**src/rtl/nawe_pkg.sv**
```systemverilog
`default_nettype none
// ----------------------------------------------------------------------------
// nawe_pkg
// shared sizes, the word descriptor and the buffer write port of the extractor
// ----------------------------------------------------------------------------
package nawe_pkg;

	localparam int MAX_WORD = 32;
	localparam int IDX_W    = $clog2(MAX_WORD);
	localparam int LEN_W    = $clog2(MAX_WORD + 1);
	localparam int ADDR_W   = IDX_W + 1;

	// one finished word waiting in a buffer bank
	typedef struct packed {
		logic             bank;
		logic [LEN_W-1:0] len;
		logic             trunc;
	} desc_t;

	// word buffer write port
	typedef struct packed {
		logic              en;
		logic [ADDR_W-1:0] addr;
		logic [7:0]        data;
	} wr_t;

endpackage
`default_nettype wire

```
**src/rtl/nawe_front.sv**
```systemverilog
`default_nettype none
// ----------------------------------------------------------------------------
// nawe_front
// classifies document bytes, tracks line state and collects word characters
// ----------------------------------------------------------------------------
module nawe_front import nawe_pkg::*; (
	input  wire logic       clk,
	input  wire logic       arst_n,
	input  wire logic       accept,
	input  wire logic [7:0] text_byte,
	input  wire logic       end_of_input,
	output wr_t             wr,
	output logic            push,
	output desc_t           desc
);

	localparam logic [1:0] POS_MID  = 2'd0;
	localparam logic [1:0] POS_LINE = 2'd1;
	localparam logic [1:0] POS_DOC  = 2'd2;

	localparam logic [7:0] CH_NL    = 8'h0a;
	localparam logic [7:0] CH_DOT   = 8'h2e;
	localparam logic [7:0] CH_BSL   = 8'h5c;
	localparam logic [7:0] CH_APOS  = 8'h27;
	localparam logic [7:0] CH_NUL   = 8'h00;

	logic [LEN_W-1:0] wlen_q, wlen_d;
	logic [1:0]       lpos_q, lpos_d;
	logic             req_q, req_d;
	logic             swl_q, swl_d;
	logic             inw_q, inw_d;
	logic             ovf_q, ovf_d;
	logic             bank_q;

	logic is_letter;
	logic is_word;

	assign is_letter = (text_byte >= 8'h61 && text_byte <= 8'h7a) ||
	                   (text_byte >= 8'h41 && text_byte <= 8'h5a);
	assign is_word   = is_letter || (text_byte == CH_APOS);

	always_comb begin
		wlen_d = wlen_q;
		lpos_d = lpos_q;
		req_d  = req_q;
		swl_d  = swl_q;
		inw_d  = inw_q;
		ovf_d  = ovf_q;
		push   = 1'b0;
		wr.en   = 1'b0;
		wr.addr = {bank_q, wlen_q[IDX_W-1:0]};
		wr.data = text_byte;
		desc.bank  = bank_q;
		desc.len   = wlen_q;
		desc.trunc = ovf_q;

		if (accept) begin
			// close the pending word when the byte is not part of it or input ends
			if (inw_q && (end_of_input || (!swl_q && !is_word))) begin
				if (wlen_q != '0 && !(req_q && !ovf_q && wlen_q == LEN_W'(2))) begin
					push  = 1'b1;
					req_d = 1'b0;
				end
				inw_d  = 1'b0;
				wlen_d = '0;
				ovf_d  = 1'b0;
				lpos_d = POS_MID;
			end

			if (end_of_input) begin
				swl_d  = 1'b0;
				req_d  = 1'b0;
				lpos_d = POS_DOC;
			end else if (swl_q) begin
				swl_d = 1'b0;
			end else if ((inw_q && is_word) || is_letter ||
			             (text_byte == CH_APOS && lpos_d == POS_MID)) begin
				// append, saturating at the buffer size
				inw_d  = 1'b1;
				lpos_d = POS_MID;
				if (wlen_d < LEN_W'(MAX_WORD)) begin
					wr.en  = 1'b1;
					wlen_d = wlen_d + LEN_W'(1);
				end else begin
					ovf_d = 1'b1;
				end
			end else if (text_byte == CH_NL) begin
				lpos_d = POS_LINE;
			end else if ((text_byte == CH_DOT || text_byte == CH_APOS) &&
			             lpos_d != POS_MID) begin
				req_d = 1'b1;
			end else if (text_byte == CH_NUL && lpos_d == POS_DOC) begin
				lpos_d = lpos_d;
			end else if (text_byte == CH_BSL) begin
				swl_d = 1'b1;
			end else begin
				lpos_d = POS_MID;
				req_d  = 1'b0;
			end
		end
	end

	always_ff @(posedge clk or negedge arst_n) begin
		if (!arst_n) begin
			wlen_q <= '0;
			lpos_q <= POS_DOC;
			req_q  <= 1'b0;
			swl_q  <= 1'b0;
			inw_q  <= 1'b0;
			ovf_q  <= 1'b0;
			bank_q <= 1'b0;
		end else begin
			wlen_q <= wlen_d;
			lpos_q <= lpos_d;
			req_q  <= req_d;
			swl_q  <= swl_d;
			inw_q  <= inw_d;
			ovf_q  <= ovf_d;
			if (push) begin
				bank_q <= ~bank_q;
			end
		end
	end

`ifndef SYNTH
	a_ovf_full: assert property (@(posedge clk) disable iff (!arst_n)
		ovf_q |-> (wlen_q == LEN_W'(MAX_WORD)))
		else $error("overflow flag set on a word that is not full");
	a_idle_empty: assert property (@(posedge clk) disable iff (!arst_n)
		!inw_q |-> (wlen_q == '0 && !ovf_q))
		else $error("characters held outside a word");
`endif

endmodule
`default_nettype wire

```
**src/rtl/nawe_desc_queue.sv**
```systemverilog
`default_nettype none
// ----------------------------------------------------------------------------
// nawe_desc_queue
// two-entry queue of finished words between the front and the back
// ----------------------------------------------------------------------------
module nawe_desc_queue import nawe_pkg::*; (
	input  wire logic  clk,
	input  wire logic  arst_n,
	input  wire logic  push,
	input  wire desc_t push_desc,
	input  wire logic  pop,
	output logic       head_valid,
	output desc_t      head,
	output logic       full
);

	desc_t      ent_q [2];
	logic       wp_q;
	logic       rp_q;
	logic [1:0] cnt_q;

	assign head_valid = (cnt_q != 2'd0);
	assign head       = ent_q[rp_q];
	assign full       = (cnt_q == 2'd2);

	always_ff @(posedge clk) begin
		if (push) begin
			ent_q[wp_q] <= push_desc;
		end
	end

	always_ff @(posedge clk or negedge arst_n) begin
		if (!arst_n) begin
			wp_q  <= 1'b0;
			rp_q  <= 1'b0;
			cnt_q <= 2'd0;
		end else begin
			if (push) begin
				wp_q <= ~wp_q;
			end
			if (pop) begin
				rp_q <= ~rp_q;
			end
			cnt_q <= cnt_q + {1'b0, push} - {1'b0, pop};
		end
	end

`ifndef SYNTH
	a_cnt_range: assert property (@(posedge clk) disable iff (!arst_n)
		cnt_q <= 2'd2)
		else $error("word queue count out of range");
	a_no_overrun: assert property (@(posedge clk) disable iff (!arst_n)
		!(push && full && !pop))
		else $error("word pushed into a full queue");
`endif

endmodule
`default_nettype wire

```
**src/rtl/nawe_back.sv**
```systemverilog
`default_nettype none
// ----------------------------------------------------------------------------
// nawe_back
// word buffer memory and the reader that plays words out one character each
// ----------------------------------------------------------------------------
module nawe_back import nawe_pkg::*; (
	input  wire logic  clk,
	input  wire logic  arst_n,
	input  wire wr_t   wr,
	input  wire logic  head_valid,
	input  wire desc_t head,
	output logic       head_pop,
	output logic       out_valid,
	input  wire logic  out_pop,
	output logic [7:0] out_char,
	output logic       out_last,
	output logic       out_trunc
);

	logic [7:0]       mem [2**ADDR_W];
	logic [IDX_W-1:0] idx_q;
	logic             valid_q;
	logic             last_q;
	logic             trunc_q;
	logic [7:0]       rdata_q;

	logic rd_en;
	logic at_last;

	// output register is free or being emptied this cycle
	assign rd_en    = head_valid && (!valid_q || out_pop);
	assign at_last  = (LEN_W'(idx_q) + LEN_W'(1)) == head.len;
	assign head_pop = rd_en && at_last;

	assign out_valid = valid_q;
	assign out_char  = rdata_q;
	assign out_last  = last_q;
	assign out_trunc = trunc_q;

	always_ff @(posedge clk) begin
		if (wr.en) begin
			mem[wr.addr] <= wr.data;
		end
		if (rd_en) begin
			rdata_q <= mem[{head.bank, idx_q}];
			last_q  <= at_last;
			trunc_q <= head.trunc;
		end
	end

	always_ff @(posedge clk or negedge arst_n) begin
		if (!arst_n) begin
			idx_q   <= '0;
			valid_q <= 1'b0;
		end else begin
			if (rd_en) begin
				valid_q <= 1'b1;
				idx_q   <= at_last ? '0 : idx_q + IDX_W'(1);
			end else if (out_pop) begin
				valid_q <= 1'b0;
			end
		end
	end

endmodule
`default_nettype wire

```
**src/rtl/nroff_aware_word_extractor.sv**
```systemverilog
`default_nettype none
// ----------------------------------------------------------------------------
// nroff_aware_word_extractor: one document byte per cycle in, one character out
// word output: the transaction carrying the byte (or end of input) that closes a word
//   queues it; its first character then enters the output register once that is free
// throughput: one byte per cycle unless full; one character per cycle out while
//   popped (single buffer read port); full rises while two finished words wait
// reset: arst_n clears all line and word state, the queue and the output register
// ----------------------------------------------------------------------------
module nroff_aware_word_extractor import nawe_pkg::*; (
	input  wire logic       clk,
	input  wire logic       arst_n,
	input  wire logic       push,
	output logic            full,
	input  wire logic [7:0] text_byte,
	input  wire logic       end_of_input,
	output logic            empty,
	input  wire logic       pop,
	output logic [7:0]      word_char,
	output logic            word_last,
	output logic            word_truncated
);

	// front: classify and collect into the free bank of a two-bank buffer
	// back: play committed words out of the other bank
	wr_t   wr;
	logic  desc_push;
	desc_t desc;
	logic  head_valid;
	desc_t head;
	logic  head_pop;
	logic  out_valid;
	logic  accept;

	// while two words are queued both banks are busy, so input waits
	assign accept = push && !full;
	assign empty  = !out_valid;

	nawe_front u_front (
		.clk          (clk),
		.arst_n       (arst_n),
		.accept       (accept),
		.text_byte    (text_byte),
		.end_of_input (end_of_input),
		.wr           (wr),
		.push         (desc_push),
		.desc         (desc)
	);

	// finished words, each naming its bank, length and truncation flag
	nawe_desc_queue u_queue (
		.clk        (clk),
		.arst_n     (arst_n),
		.push       (desc_push),
		.push_desc  (desc),
		.pop        (head_pop),
		.head_valid (head_valid),
		.head       (head),
		.full       (full)
	);

	// buffer memory read port feeds the output register directly
	nawe_back u_back (
		.clk        (clk),
		.arst_n     (arst_n),
		.wr         (wr),
		.head_valid (head_valid),
		.head       (head),
		.head_pop   (head_pop),
		.out_valid  (out_valid),
		.out_pop    (pop),
		.out_char   (word_char),
		.out_last   (word_last),
		.out_trunc  (word_truncated)
	);

endmodule
`default_nettype wire
```
**config.mk**
```make
export PLATFORM = sky130hd
export DESIGN_NAME = nroff_aware_word_extractor
export DESIGN_NICKNAME = d
export VERILOG_FILES = /design/src/rtl/nawe_pkg.sv /design/src/rtl/nawe_front.sv /design/src/rtl/nawe_desc_queue.sv /design/src/rtl/nawe_back.sv /design/src/rtl/nroff_aware_word_extractor.sv
export SDC_FILE = /design/constraint.sdc
export NUM_CORES = 1
export LEC_CHECK = 0
export ABC_AREA = 0
export BUFFER_PORTS_ARGS = -buffer_cell sky130_fd_sc_hd__buf_2
export CORE_MARGIN = 3
export CORE_UTILIZATION = 44
export DETAILED_ROUTE_END_ITERATION = 12
export GPL_ROUTABILITY_DRIVEN = 0
export GPL_TIMING_DRIVEN = 0
export SLEW_MARGIN = 20
export SYNTH_ARGS = -nofsm -noshare
export SYNTH_HDL_FRONTEND = slang
export SYNTH_SLANG_ARGS = --single-unit
```
**constraint.sdc**
```tcl
create_clock -name clk -period 3.1 [get_ports clk]
set_clock_uncertainty 0.15 [all_clocks]
set_input_delay 0.31 -clock clk [delete_from_list [all_inputs] [get_ports clk]]
set_output_delay 0.31 -clock clk [all_outputs]
set_load 0.02 [all_outputs]
```
---- After elaboration in Yosys (flattened, before gate mapping) ----
Memory sizes are Yosys's and may differ from the RTL's. A register that Yosys moved wholly into a read port is not among the register bits.
Index checks and enable logic that the tools add are counted.
word-level totals
  flip-flop bits (word level) ............. 25
  bits in writable memories ............... 528
  input bits .............................. 13
  output and inout bits ................... 12
  logic and storage cells ................. 125
  memories ................................ 2
memory list
  memory         depth  bits a word  read ports  clocked after Yosys merged registers in  write ports  line                   source
  u_back.mem     64     8            1           1                                        1            nawe_back.sv:20        logic [7:0] mem [2**ADDR_W];
  u_queue.ent_q  2      8            1           0                                        1            nawe_desc_queue.sv:17  desc_t ent_q [2];
cells by class
  add/sub/neg operators ................... 5
  order comparisons ....................... 5
  eq/ne operators ......................... 8
  mux-type cells .......................... 55
  bitwise logic cells ..................... 3
  reduce and logical (&&, ||, !) cells .... 33
operators by type and width
  kind                   count
  $mux W1                39
  $mux W6                6
  $mux W2                9
  $eq A8 B6 Y1 const B   2
  $ge A8 B7 Y1 const B   2
  $le A8 B7 Y1 const B   2
  $logic_and A1 B1 Y1    14
  $eq A8 B4 Y1 const B   1
  $eq A8 B7 Y1 const B   1
  $logic_not A8 Y1       1
  $logic_or A1 B1 Y1     7
  $add A5 B1 Y6 const B  1
  $add A6 B1 Y6 const B  1
  $eq A6 B2 Y1 const B   1
  $eq A6 B6 Y1           1
  $logic_not A1 Y1       6
  $lt A6 B6 Y1 const B   1
  $reduce_bool A2 Y1     3
  $reduce_bool A6 Y1     1
  $add A5 B1 Y5 const B  1
  $mux W5                1
  $eq A2 B2 Y1 const B   2
  $not A1 Y1             3
  $add A2 B1 Y2          1
  2 further kinds        2

---- Logic depth before layout (Yosys ltp) ----
Gate-level depths: netlist (run 1).
  word-level depth ........................ 19
  depth in mapped cells ................... 12
  gate-level depth less buffers ........... 12

---- Modules after synthesis ----
From an unflattened synthesis (run 1), not the netlist that was laid out.
second synthesis, totals
  cell total of the unflattened synthesis .. 1148
  area total of the unflattened synthesis .. 22612.9 µm²
by module, submodules not included
  module                      times used  cells each  area each (µm²)  sequential area each (µm²)
  nawe_back                   1           972         20611.0          15825.2
  nawe_front                  1           134         1173.6           326.6
  nawe_desc_queue             1           40          810.8            580.6
  nroff_aware_word_extractor  1           2           17.5             0.0

---- Worst setup path after synthesis (run 1) ----
No wires, ideal clock.
  kind .................................... register -> register
  start point ............................. reg u_back.idx_q[0]
  end point ............................... reg u_queue.cnt_q[1]
  setup time .............................. 0.080 ns
  arrival ................................. 2.633 ns
  data required time ...................... 2.870 ns
  path slack .............................. 0.237 ns
  stages on the path, launching flop included .. 13
  path buffers ............................ 0
  clock period less this slack ............ 2.863 ns
  cell sequence ........................... dfrtp_1 > ha_1 > and3_2 > xnor3_1 > or4_4 > a21oi_4 > nand2_1 > inv_1 > ha_1 > inv_1 > ha_1 > xnor2_1 > xnor2_1
between the ends
  word-level cells in the longest chain between the ends .. 4
ends and longest elaborated chain
  element                 line                              source
  from (decl)             nawe_back.sv:21                   logic [IDX_W-1:0] idx_q;
  from (signal assigned)  nawe_back.sv:58                   idx_q <= at_last ? '0 : idx_q + IDX_W'(1);
  $add A5 B1 Y6           nawe_back.sv:32                   assign at_last = (LEN_W'(idx_q) + LEN_W'(1)) == head.len;
  $eq A6 B6 Y1            nawe_back.sv:32
  net u_back.at_last      nawe_back.sv:28                   logic at_last;
  $logic_and A1 B1 Y1     nawe_back.sv:33                   assign head_pop = rd_en && at_last;
  net head_pop            nroff_aware_word_extractor.sv:31  logic head_pop;
  $sub A2 B1 Y2           nawe_desc_queue.sv:44             cnt_q <= cnt_q + {1'b0, push} - {1'b0, pop};
  to (signal assigned)    nawe_desc_queue.sv:44
  to (decl)               nawe_desc_queue.sv:20             logic [1:0] cnt_q;
The timed path passes the listed nets, and every way through them passes these cells.
A chain may end at the register's enable or synchronous reset.

==> results of run 1 <==
worst register-to-register path: cells and delay by family, from the launching register on:
family | cells | cell delay, ps
mux | 2 | 890
buf+inv | 3 | 740
simple gates | 1 | 460
flops | 1 | 360
compound gates | 1 | 220
synthesized netlist by cell type, types with 8 or more instances:
library cell and count:
nand3_1 9, a21oi_1 9, mux4_2 128, buf_2 15, dfrtp_1 22, edfxtp_1 538, o22ai_1 33, xnor2_1 8
or4_1 10, mux2i_1 72, nand2_1 28, nor2_1 77, clkbuf_1 17, o21ai_0 12, inv_1 11, buf_1 18
flip-flops by register name, summed over array words and instances, names as in the netlist:
name and count:
u_back.mem 512, u_back.out_valid 1, u_front.bank_q 1, u_front.ovf_q 1
u_front.inw_q 1, u_back.out_char 8, u_front.lpos_q 2, u_back.out_trunc 1
u_queue.wp_q 1, u_back.idx_q 5, u_front.swl_q 1, u_queue.rp_q 1
u_queue.cnt_q 2, u_front.req_q 1, u_front.wlen_q 6, u_back.out_last 1
u_queue.ent_q 16
power by group through the flow:
stage	Clock [mW]	Sequential (mW)	Combinational, mW
finish	6.50	8.74	5.71
global route	6.96	8.76	6.06
CTS	6.64	8.73	5.63
detailed placement	0	8.89	5.45
global placement	0	8.89	5.41
floorplan	0	8.91	3.69
metrics by stage:
stage / TNS, ps / utilization, % / hold slack (ps) / total power, mW
floorplan: 0 / - / -135.6 / 12.60
global placement: -861740 / 46.92 / 169.2 / 14.29
detailed placement: -670260 / 46.96 / 173.1 / 14.35
CTS: 0 / 51.59 / 61.00 / 21.00
global route: -97.85 / 52.16 / 122.1 / 21.79
finish: 0 / 52.16 / 81.59 / 20.96
metal layers:
layer	up-vias	wire, um
met5	-	12
met2	311	24550
li1	4729	-
met4	2	1495
met3	74	2832
met1	5731	21420
kinds of logic (layout without fill, tap and decap cells):
family          after synthesis  count (layout)  share of synthesized area (%)
mux                         203             203                          16.38
buf+inv                      64             211                          1.234
compound gates               77              77                          2.287
flops                       561             561                          75.34
fa+ha+maj                     4               4                         0.2253
simple gates                172             172                          3.927
xor+xnor                     14              14                         0.6140
worst paths after layout:
check                           cells after the start  slack [ps]                   to
min in group clk                                    1         140    u_back.mem[59][5]
worst min register to register                      0         320  u_queue.ent_q[0][1]
worst max register to register                      7          20   u_back.out_char[0]
worst min-delay path                                2          80        u_front.swl_q
max in group asynchronous                           2        2350    u_front.lpos_q[1]
worst max-delay path                                7          20   u_back.out_char[0]
what timing repair did:
| action | CTS | global route |
|---|---|---|
| endpoints found under the hold margin | 28 | 0 |
| setup endpoints to repair | 507 | 406 |
| resized for setup | 126 | 54 |
| pin swaps | 6 | 6 |
| hold buffers | 5 | 0 |
| setup buffers | 13 | 3 |
final cells by class:
class | instances | share of cell area (%)
tap | 664 | 3.227
multi-input combinational | 470 | 22.15
clock inverter | 33 | 0.9138
timing repair buffer | 44 | 1.395
buffer | 53 | 1.259
inverter | 11 | 0.1604
clock buffer | 70 | 5.896
sequential | 561 | 65.00
==> summary.md, run 1 <==
| Metric | Value |
|---|---|
| Vias in the first global route | 11221 |
| Final Non-Filler Cells | approximately 1900 |
| DP Area | 0.02318 mm^2 |
| CP Capture Type | register |
| RSZ-0062 raised after global routing | yes |
| Switch Pwr | between 6 and 7 mW |
| Dominant cells by area after synthesis | edfxtp_1 73%, mux4_2 13%, mux2i_1 3.2% |
| Via density | around 5.7 |
| Num CTS Buffers | 57 |
| HP Class | in -> async |
| DR DRC count | 0 |
| Gate power share | 27.3% |
| Crit Path Category | reg -> reg |
| DRT Pass-1 Iters | 5 |
| H-tree Lvls | 2 |
| DRT antenna net count | 0 |
| Worst path cell trace | clkbuf_2 > buf_8 > buf_4 > mux4_2 > mux2i_1 > o22ai_1 > or4_1 |
| Drt initial violations | 983 |
| Leak | 8.055 nW |
| Multi-input gate area | 0.005702 mm^2 |
| Post-synth top flop | edfxtp_1 |
| Most frequent cells in the layout | 538 x edfxtp_1, 128 x mux4_2, 66 x mux2i_1, 59 x clkbuf_16, 49 x nor2_4 |
| Sequential area share after synthesis | 75.34% |
| FF/Latch Area | 0.01673 mm^2 |
| Final WS setup | 16.73 ps |
| Die Y | 230.7 um |
| Filler cells | around 3900 |
| Later-pin clock latency in the skew report | 600 ps |
| Grt peak-use layer | met2 |
| WL/cell | between 20 and 30 um |
| Global-route wire length before repair | 74.78 mm |
| Final hold vios | 0 |
| Worst-path clk slew | 60 ps |
| Grt met2 use | 30.95% |
| Critical Path Fanout Max | 10 |
| Via count | 10847 |
| Ports | 25 |
| Share of power burned in registers | a little over two fifths |
| Yosys top cell by area | edfxtp_1 |
| WP buf/inv | 3 |
| Total grt overflow | 0 |
| Ant diodes | 0 |
| Met1 global-route usage | about a quarter |
| Switch share | 29.39% |
| Maximum vdd drop | 0.4289 mV |
| CP Launch Type | register |
| Final setup viols | 0 |
| Worst Path Required | 3280 ps |
| Design area | between 0.02 and 0.03 mm^2 |
| Post-DP HPWL | roughly 31 mm |
| Power per cell area | 814.1 mW/mm^2 |
| Worst Tran Pin Value | 930.9 ps |
| PortBufs | 23 |
| Final cycle utilization of the critical path | 99.46% |
| Post-synth EDFFs | 538 |
| Met3 GRT Util | 4.109% |
| Post-synthesis cell area | 0.02221 mm^2 |
| Clk pwr share | 31.0% |
| Gate count of the mapped netlist | about 1100 |
| GRT Util Overall | 19.27% |
| Initial antenna violation count | 1 |
| Post-synth top area share | 72.74% |
| CTS tree | yes |
| Syn avg cell area | 20.28 um^2 |
| Yosys cell types | 58 |
| Critical R2R Launch | u_back.idx_q[0] |
| DP Worst Slack | -1701 ps |
| Core ar. | ~0.049 mm^2 |
| Synth warn | 0 |
| Largest net degree at the start of global routing | 72 |
| Die Footprint | 0.05321 mm^2 |
| Sink Count | around 560 |
| Clock Tree Buf Depth | 3 |
| Dpl cells | 1782 |
| Worst setup path start | u_back.idx_q[0] |
| Commonest non-fill, non-tap cell in the layout | edfxtp_1 |
| Post-synth ARST share | 4.100% |
| Slew headroom | between 30% and 40% |
| Syn_nets | 1112 |
| Max cap viols | 0 |
| Internal | 14.80 mW |
| WP data arrival | 3270 ps |
| Area growth, synth to finish | 15.90% |
| Number of rows created at floorplan | 81 |
| Layout cell share with drive strength beyond 1 | 30.68% |
| Status | finished clean |
| Slowest stage delay, CP | 560 ps |
| Register bit count reported by yosys | 561 |
| Nets | between 1000 and 1500 |
| Die Span X | 230.7 um |
| Max Slew Vio Count | 0 |
| Fmax | around 0.32 GHz |
| Crit-path slowest cell | mux4_2 |
| Initial Utilization | 45.00% |
| Largest delay share family, worst path | multiplexers |
| Clock period minus worst slack | just over 3000 ps |
| DRT Wirelength | around 50 mm |
| CTS root buf | clkbuf_16 |
(Power assumes the default switching activity.)
==> inputs of run 2 (changes only) <==
--- a/config.mk
+++ b/config.mk
@@ -12,7 +12,8 @@
 export DETAILED_ROUTE_END_ITERATION = 12
 export GPL_ROUTABILITY_DRIVEN = 0
 export GPL_TIMING_DRIVEN = 0
-export SLEW_MARGIN = 20
+export PLACE_DENSITY = 0.73
+export SLEW_MARGIN = 25
 export SYNTH_ARGS = -nofsm -noshare
 export SYNTH_HDL_FRONTEND = slang
 export SYNTH_SLANG_ARGS = --single-unit
==> run 2 against run 1 <==
Net effect: global-route usage fell by 0.83 points; combinational power barely moved; power is 1.0% lower; highest routed layer unchanged.
==> summary.md, run 2 (synthesis results as in run 1) <==
| Metric | Value |
|---|---|
| Worst-path clk slew | 60 ps (about the same) |
| Most frequent cells in the layout | 538 x edfxtp_1, 128 x mux4_2, 66 x mux2i_1, 57 x clkbuf_16, 51 x nor2_4 |
| Nets | 1227 (+0.99%) |
| Clock Tree Buf Depth | 3 (unchanged) |
| Later-pin clock latency in the skew report | 600 ps (about the same) |
| Total grt overflow | 0 (unchanged) |
| Initial Utilization | 45.00% (unchanged) |
| WL/cell | 25.39 um (-3.8%) |
| Commonest non-fill, non-tap cell in the layout | edfxtp_1 |
| Die Y | 230.7 um (unchanged) |
| Status | finished clean |
| PortBufs | 23 (unchanged) |
| Sink Count | 561 (unchanged) |
| Global-route wire length before repair | 73.26 mm (-2.0%) |
| WHS | 51.74 ps (-29.86 ps) |
| Largest delay share family, worst path | multiplexers |
| Leak | 8.119 nW (+0.80%) |
| Max Slew Vio Count | 0 (unchanged) |
| Worst Path Required | 3250 ps (-30 ps) |
| Ports | 25 (unchanged) |
| Fmax | 0.3247 GHz (+0.10%) |
| Vias in the first global route | 11152 (-0.61%) |
| Largest net degree at the start of global routing | 72 (unchanged) |
| Final Util | 52.47% (+0.31 points) |
| Slew headroom | 31.60% (-6.3 points) |
| Maximum vdd drop | 0.4390 mV (+2.4%) |
| Via density | 5.864 (+3.0%) |
| Ant diodes | 0 (unchanged) |
| GRT Util Overall | 18.44% (-0.83 points) |
| Clock period minus worst slack | 3080 ps (-3.222 ps) |
| Filler cells | 3755 (-3.8%) |
| Area growth, synth to finish | 16.59% |
| RSZ-0062 raised after global routing | yes |
| Final Non-Filler Cells | 1920 (+0.73%) |
| Crit Path Category | reg -> reg |
| Max cap viols | 0 (unchanged) |
| Critical Path Fanout Max | 10 (unchanged) |
| WP buf/inv | 3 (unchanged) |
| Num CTS Buffers | 55 (-3.5%) |
| Post-DP HPWL | 29.34 mm (-4.3%) |
| Total power draw | 20.74 mW (-1.0%) |
| Setup TNS | 0 ps (unchanged) |
| Via count | 11258 (+3.8%) |
| DRT antenna net count | 0 (unchanged) |
| CP Capture Type | register |
| Worst Tran Pin Value | 1026 ps (+95.19 ps) |
| Die Span X | 230.7 um (unchanged) |
| Final setup viols | 0 (unchanged) |
| DRT Pass-1 Iters | 6 (+1) |
| CP Launch Type | register |
| H-tree Lvls | 2 (unchanged) |
| Drt initial violations | 1221 (+24%) |
| Slowest stage delay, CP | 530 ps (-30 ps) |
| Largest reg by FF count | u_back.mem |
| Crit-path slowest cell | or4_1 |
| WP data arrival | 3230 ps (-40 ps) |
| HP Class | in -> reg |
| CTS root buf | clkbuf_16 |
| Number of rows created at floorplan | 81 (unchanged) |
| Power per cell area | 801.1 mW/mm^2 (-1.6%) |
| Dpl cells | 1782 (unchanged) |
| Layout cell share with drive strength beyond 1 | 30.57% (-0.10 points) |
| Final cycle utilization of the critical path | 99.36% (-0.10 points) |
| Initial antenna violation count | 2 (+1) |
| Die Footprint | 0.05321 mm^2 (unchanged) |
| CTS tree | yes |
| Final hold vios | 0 (unchanged) |
| DR DRC count | 0 (unchanged) |
| DRT Wirelength | 48.75 mm (-3.1%) |
| Max FFs per register | 512 (unchanged) |
| Worst path cell trace | buf_2 > buf_8 > buf_6 > mux4_2 > mux2i_1 > o22ai_1 > or4_1 |
| Core ar. | 0.04936 mm^2 (unchanged) |
[run 2: worst paths after layout]
path | startpoint | endpoint | slack, ps | depth (start not counted)
max | u_back.idx_q[0] | u_back.out_char[5] | 20 | 7
min | push | u_front.req_q | 50 | 6
max reg2reg | u_back.idx_q[0] | u_back.out_char[5] | 20 | 7
min reg2reg | u_front.wlen_q[0] | u_queue.ent_q[1][1] | 320 | 0
max in group asynchronous | arst_n | u_back.idx_q[1] | 2330 | 2
min in group asynchronous | arst_n | u_front.lpos_q[0] | 90 | 2
[run 2: stage by stage]
step	area (um^2)	worst slack, ps
global placement	23160	-1813
floorplan	22210	237.3
global route	25890	-18.87
CTS	25260	-798.7
detailed placement	23180	-1655
finish	25890	19.96
[run 2: layout make-up]
class                   instances  area, um^2  share of cell area (%)
plain buffers                  53       341.6                   1.319
clock buffers                  72        1483                   5.726
clock inverters                31       217.7                  0.8407
inverters                      11       41.29                  0.1595
multi-input cells             470        5674                   21.91
flip-flops and latches        561       16730                   64.62
well taps                     664       830.8                   3.208
repair buffers                 58       574.3                   2.218
[run 2: what timing repair did]
action                                 4_1_cts  5_1_grt
endpoints found under the hold margin       27        0
setup endpoints to repair                  477      489
buffers inserted                            13       18
pin swaps                                    4       13
resized for setup                           91       91
hold buffers                                 4        0
[run 2: where the power goes]
group	total (mW)	internal [mW]	switching, mW	leakage, nW
clock	6.32	3.60	2.72	0.823
combinational	5.70	2.52	3.18	2.15
sequential	8.73	8.58	0.151	5.14
[run 2: tightest hold or removal path: cells and delay by family]
| family | cells | cell delay [ps] |
|---|---|---|
| buf+inv | 1 | 100 |
| simple gates | 3 | 220 |
| compound gates | 2 | 120 |
[run 2: layer usage]
metal / part of all wire [%] / vias to the layer above / global-route usage, %
met5: 0.031 / - / 0
met2: 50 / 510 / 30.18
li1: - / 4764 / -
met3: 7.7 / 88 / 2.850
met4: 2.8 / 2 / 5.694
met1: 39 / 5894 / 25.86
==> inputs of run 3 (changes only) <==
--- a/config.mk
+++ b/config.mk
@@ -12,7 +12,7 @@
 export DETAILED_ROUTE_END_ITERATION = 12
 export GPL_ROUTABILITY_DRIVEN = 0
 export GPL_TIMING_DRIVEN = 0
-export PLACE_DENSITY = 0.73
+export PLACE_DENSITY = 0.71
 export SLEW_MARGIN = 25
 export SYNTH_ARGS = -nofsm -noshare
 export SYNTH_HDL_FRONTEND = slang
==> constraint.sdc (replaced) <==
create_clock -name clk -period 3.5 [get_ports clk]
set_clock_uncertainty 0.15 [all_clocks]
set_input_delay 0.35 -clock clk [delete_from_list [all_inputs] [get_ports clk]]
set_output_delay 0.35 -clock clk [all_outputs]
set_load 0.02 [all_outputs]
==> run 3 against run 2 <==
Net effect: the run now ends with setup timing left; global-route usage is 0.20 points lower; setup slack got worse by 250 ps; maximum frequency decreased by 17%; routed wire length down 1.8%; die area stayed put; power down 12%; final cell count down 1.2%; via count fell by 3.5%; sequential power is 12% lower; clock power shrank 8.5%; combinational power decreased by 15%; final area decreased by 2.7%; critical path type unchanged; critical endpoint is now u_back.mem[40][3]; largest cell class unchanged.
==> summary.md, run 3 (synthesis results as in run 1) <==
| Metric | Value |
|---|---|
| Final WS setup | -230.6 ps (-250.6 ps) |
| Power per cell area | 728.2 mW/mm^2 (-9.1%) |
| Die Y | 230.7 um (unchanged) |
| Post-DP HPWL | 29.29 mm (-0.17%) |
| HP Class | in -> reg |
| WP buf/inv | 1 (-2) |
| Largest net degree at the start of global routing | 72 (unchanged) |
| Final Non-Filler Cells | 1897 (-1.2%) |
| Commonest non-fill, non-tap cell in the layout | edfxtp_1 |
| Via count | 10864 (-3.5%) |
| Die Footprint | 0.05321 mm^2 (unchanged) |
| Final Util | 51.06% (-1.4 points) |
| DP Worst Slack | -1095 ps (+560.8 ps) |
| Global-route wire length before repair | 71.59 mm (-2.3%) |
| DRT Pass-1 Iters | 5 (-1) |
| Sink Count | 561 (unchanged) |
| Nets | 1205 (-1.8%) |
| Area growth, synth to finish | 13.46% |
| Max cap viols | 0 (unchanged) |
| Ant diodes | 0 (unchanged) |
| CTS root buf | clkbuf_16 |
| Status | complete, but fails checks |
| WHS | 40.30 ps (-11.44 ps) |
| Critical Path Fanout Max | 10 (unchanged) |
| Dpl cells | 1782 (unchanged) |
| DRT Wirelength | 47.88 mm (-1.8%) |
| Leak | 7.963 nW (-1.9%) |
| Vias in the first global route | 11105 (-0.42%) |
| Clock Tree Buf Depth | 3 (unchanged) |
| Die Span X | 230.7 um (unchanged) |
| Final hold vios | 0 (unchanged) |
| Layout cell share with drive strength beyond 1 | 26.68% (-3.9 points) |
| Total grt overflow | 0 (unchanged) |
| Worst Tran Pin Value | 991.6 ps (-34.47 ps) |
| Core ar. | 0.04936 mm^2 (unchanged) |
| Hold_sp | push |
| RSZ-0062 raised after global routing | yes |
| WL/cell | 25.24 um (-0.60%) |
| Final cycle utilization of the critical path | 106.6% (+7.2 points) |
| Fmax | 0.2681 GHz (-17%) |
| Drt initial violations | 1071 (-12%) |
| Design area | 0.02520 mm^2 (-2.7%) |
| Largest reg by FF count | u_back.mem |
| Crit-path slowest cell | nand3_1 |
| Setup TNS | -25560 ps (-25560 ps) |
| Number of rows created at floorplan | 81 (unchanged) |
| Clock period minus worst slack | 3731 ps (+650.6 ps) |
| H-tree Lvls | 2 (unchanged) |
| GRT Util Overall | 18.25% (-0.20 points) |
| Maximum vdd drop | 0.3819 mV (-13%) |
| Max Slew Vio Count | 0 (unchanged) |
| Worst setup path start | u_queue.cnt_q[1] |
| WP data arrival | 3800 ps (+570 ps) |
| Slew headroom | 33.71% (+2.1 points) |
| Most frequent cells in the layout | 538 x edfxtp_1, 128 x mux4_2, 71 x mux2i_1, 57 x clkbuf_16, 41 x nor2_2 |
| PortBufs | 23 (unchanged) |
| CP Capture Type | register |
| Worst Path Required | 3570 ps (+320 ps) |
| Crit Path Category | reg -> reg |
| Max FFs per register | 512 (unchanged) |
| Num CTS Buffers | 55 (unchanged) |
| Worst-path clk slew | 60 ps (about the same) |
| CP Launch Type | register |
| DR DRC count | 0 (unchanged) |
| Slowest stage delay, CP | 770 ps (+240 ps) |
| Largest delay share family, worst path | simple AND/OR/NAND/NOR gates |
| Ports | 25 (unchanged) |
| Initial Utilization | 45.00% (unchanged) |
| Total power draw | 18.35 mW (-12%) |
| DRT antenna net count | 0 (unchanged) |
| CTS tree | yes |
| Later-pin clock latency in the skew report | 590 ps (about the same) |
| Final setup viols | 128 (+128) |
| Worst path cell trace | nand2b_1 > nand2_2 > or3_1 > clkbuf_1 > nor3_4 > nand3_1 > nor2_2 |
| Via density | 5.727 (-2.3%) |
| Initial antenna violation count | 0 (-2) |
| DP Area | 0.02318 mm^2 (unchanged) |
| Critical R2R Launch | u_queue.cnt_q[1] |
| Failing checks | setup timing |
-- run 3: cell count changes in the layout (fill, tap and decap cells not counted), sizes merged --
cell,change
clkinvlp,-2
bufinv,+2
dlygate4sd3,-1
buf,-19
clkdlybuf4s15,+2
clkinv,-4
clkbuf,-1
-- run 3: path summary, 6_finish.rpt --
path,cells past startpoint,endpoint,slack [ps]
min in group asynchronous,2,u_front.bank_q,130
hold reg to reg,0,u_queue.ent_q[0][7],330
hold / removal,4,u_front.inw_q,40
setup reg to reg,7,u_back.mem[40][3],-230
setup / recovery,7,u_back.mem[40][3],-230
max in group asynchronous,2,u_front.lpos_q[1],2690
-- run 3: area by class of cell --
class,count,area [um^2]
inverter,11,41.29
clock buffer,75,1504
tap,664,830.8
multi-input combinational,470,5318
sequential,561,16730
buffer,53,275.3
clock inverter,27,257.7
timing repair buffer,36,240.2
fill,3862,24160
-- run 3: timing repair --
action,CTS,global route
resized for setup,44,21
hold buffers,3,0
setup buffers,10,0
hold endpoints to repair,25,0
pin swaps,4,0
endpoints found under the setup margin,456,131
-- run 3: worst min-delay path, delay by kind of cell --
family                 cells  cell delay (ps)
AOI/OAI and AO/OA          1               60
buffers and inverters      1              130
and+or+nand+nor            2              190
-- run 3: where the power goes --
part / switching [mW] / leakage [nW] / internal (mW)
clock: 2.41 / 0.866 / 3.37
combinational: 2.75 / 1.96 / 2.12
sequential: 0.113 / 5.14 / 7.60
total: 5.27 / 7.96 / 13.1
-- run 3: metal layers --
layer  track usage (%)  routed length [um]
met1             25.55               19760
met2             29.53               23530
met3             3.122                3261
met4             5.907                1324
met5                 0                   0
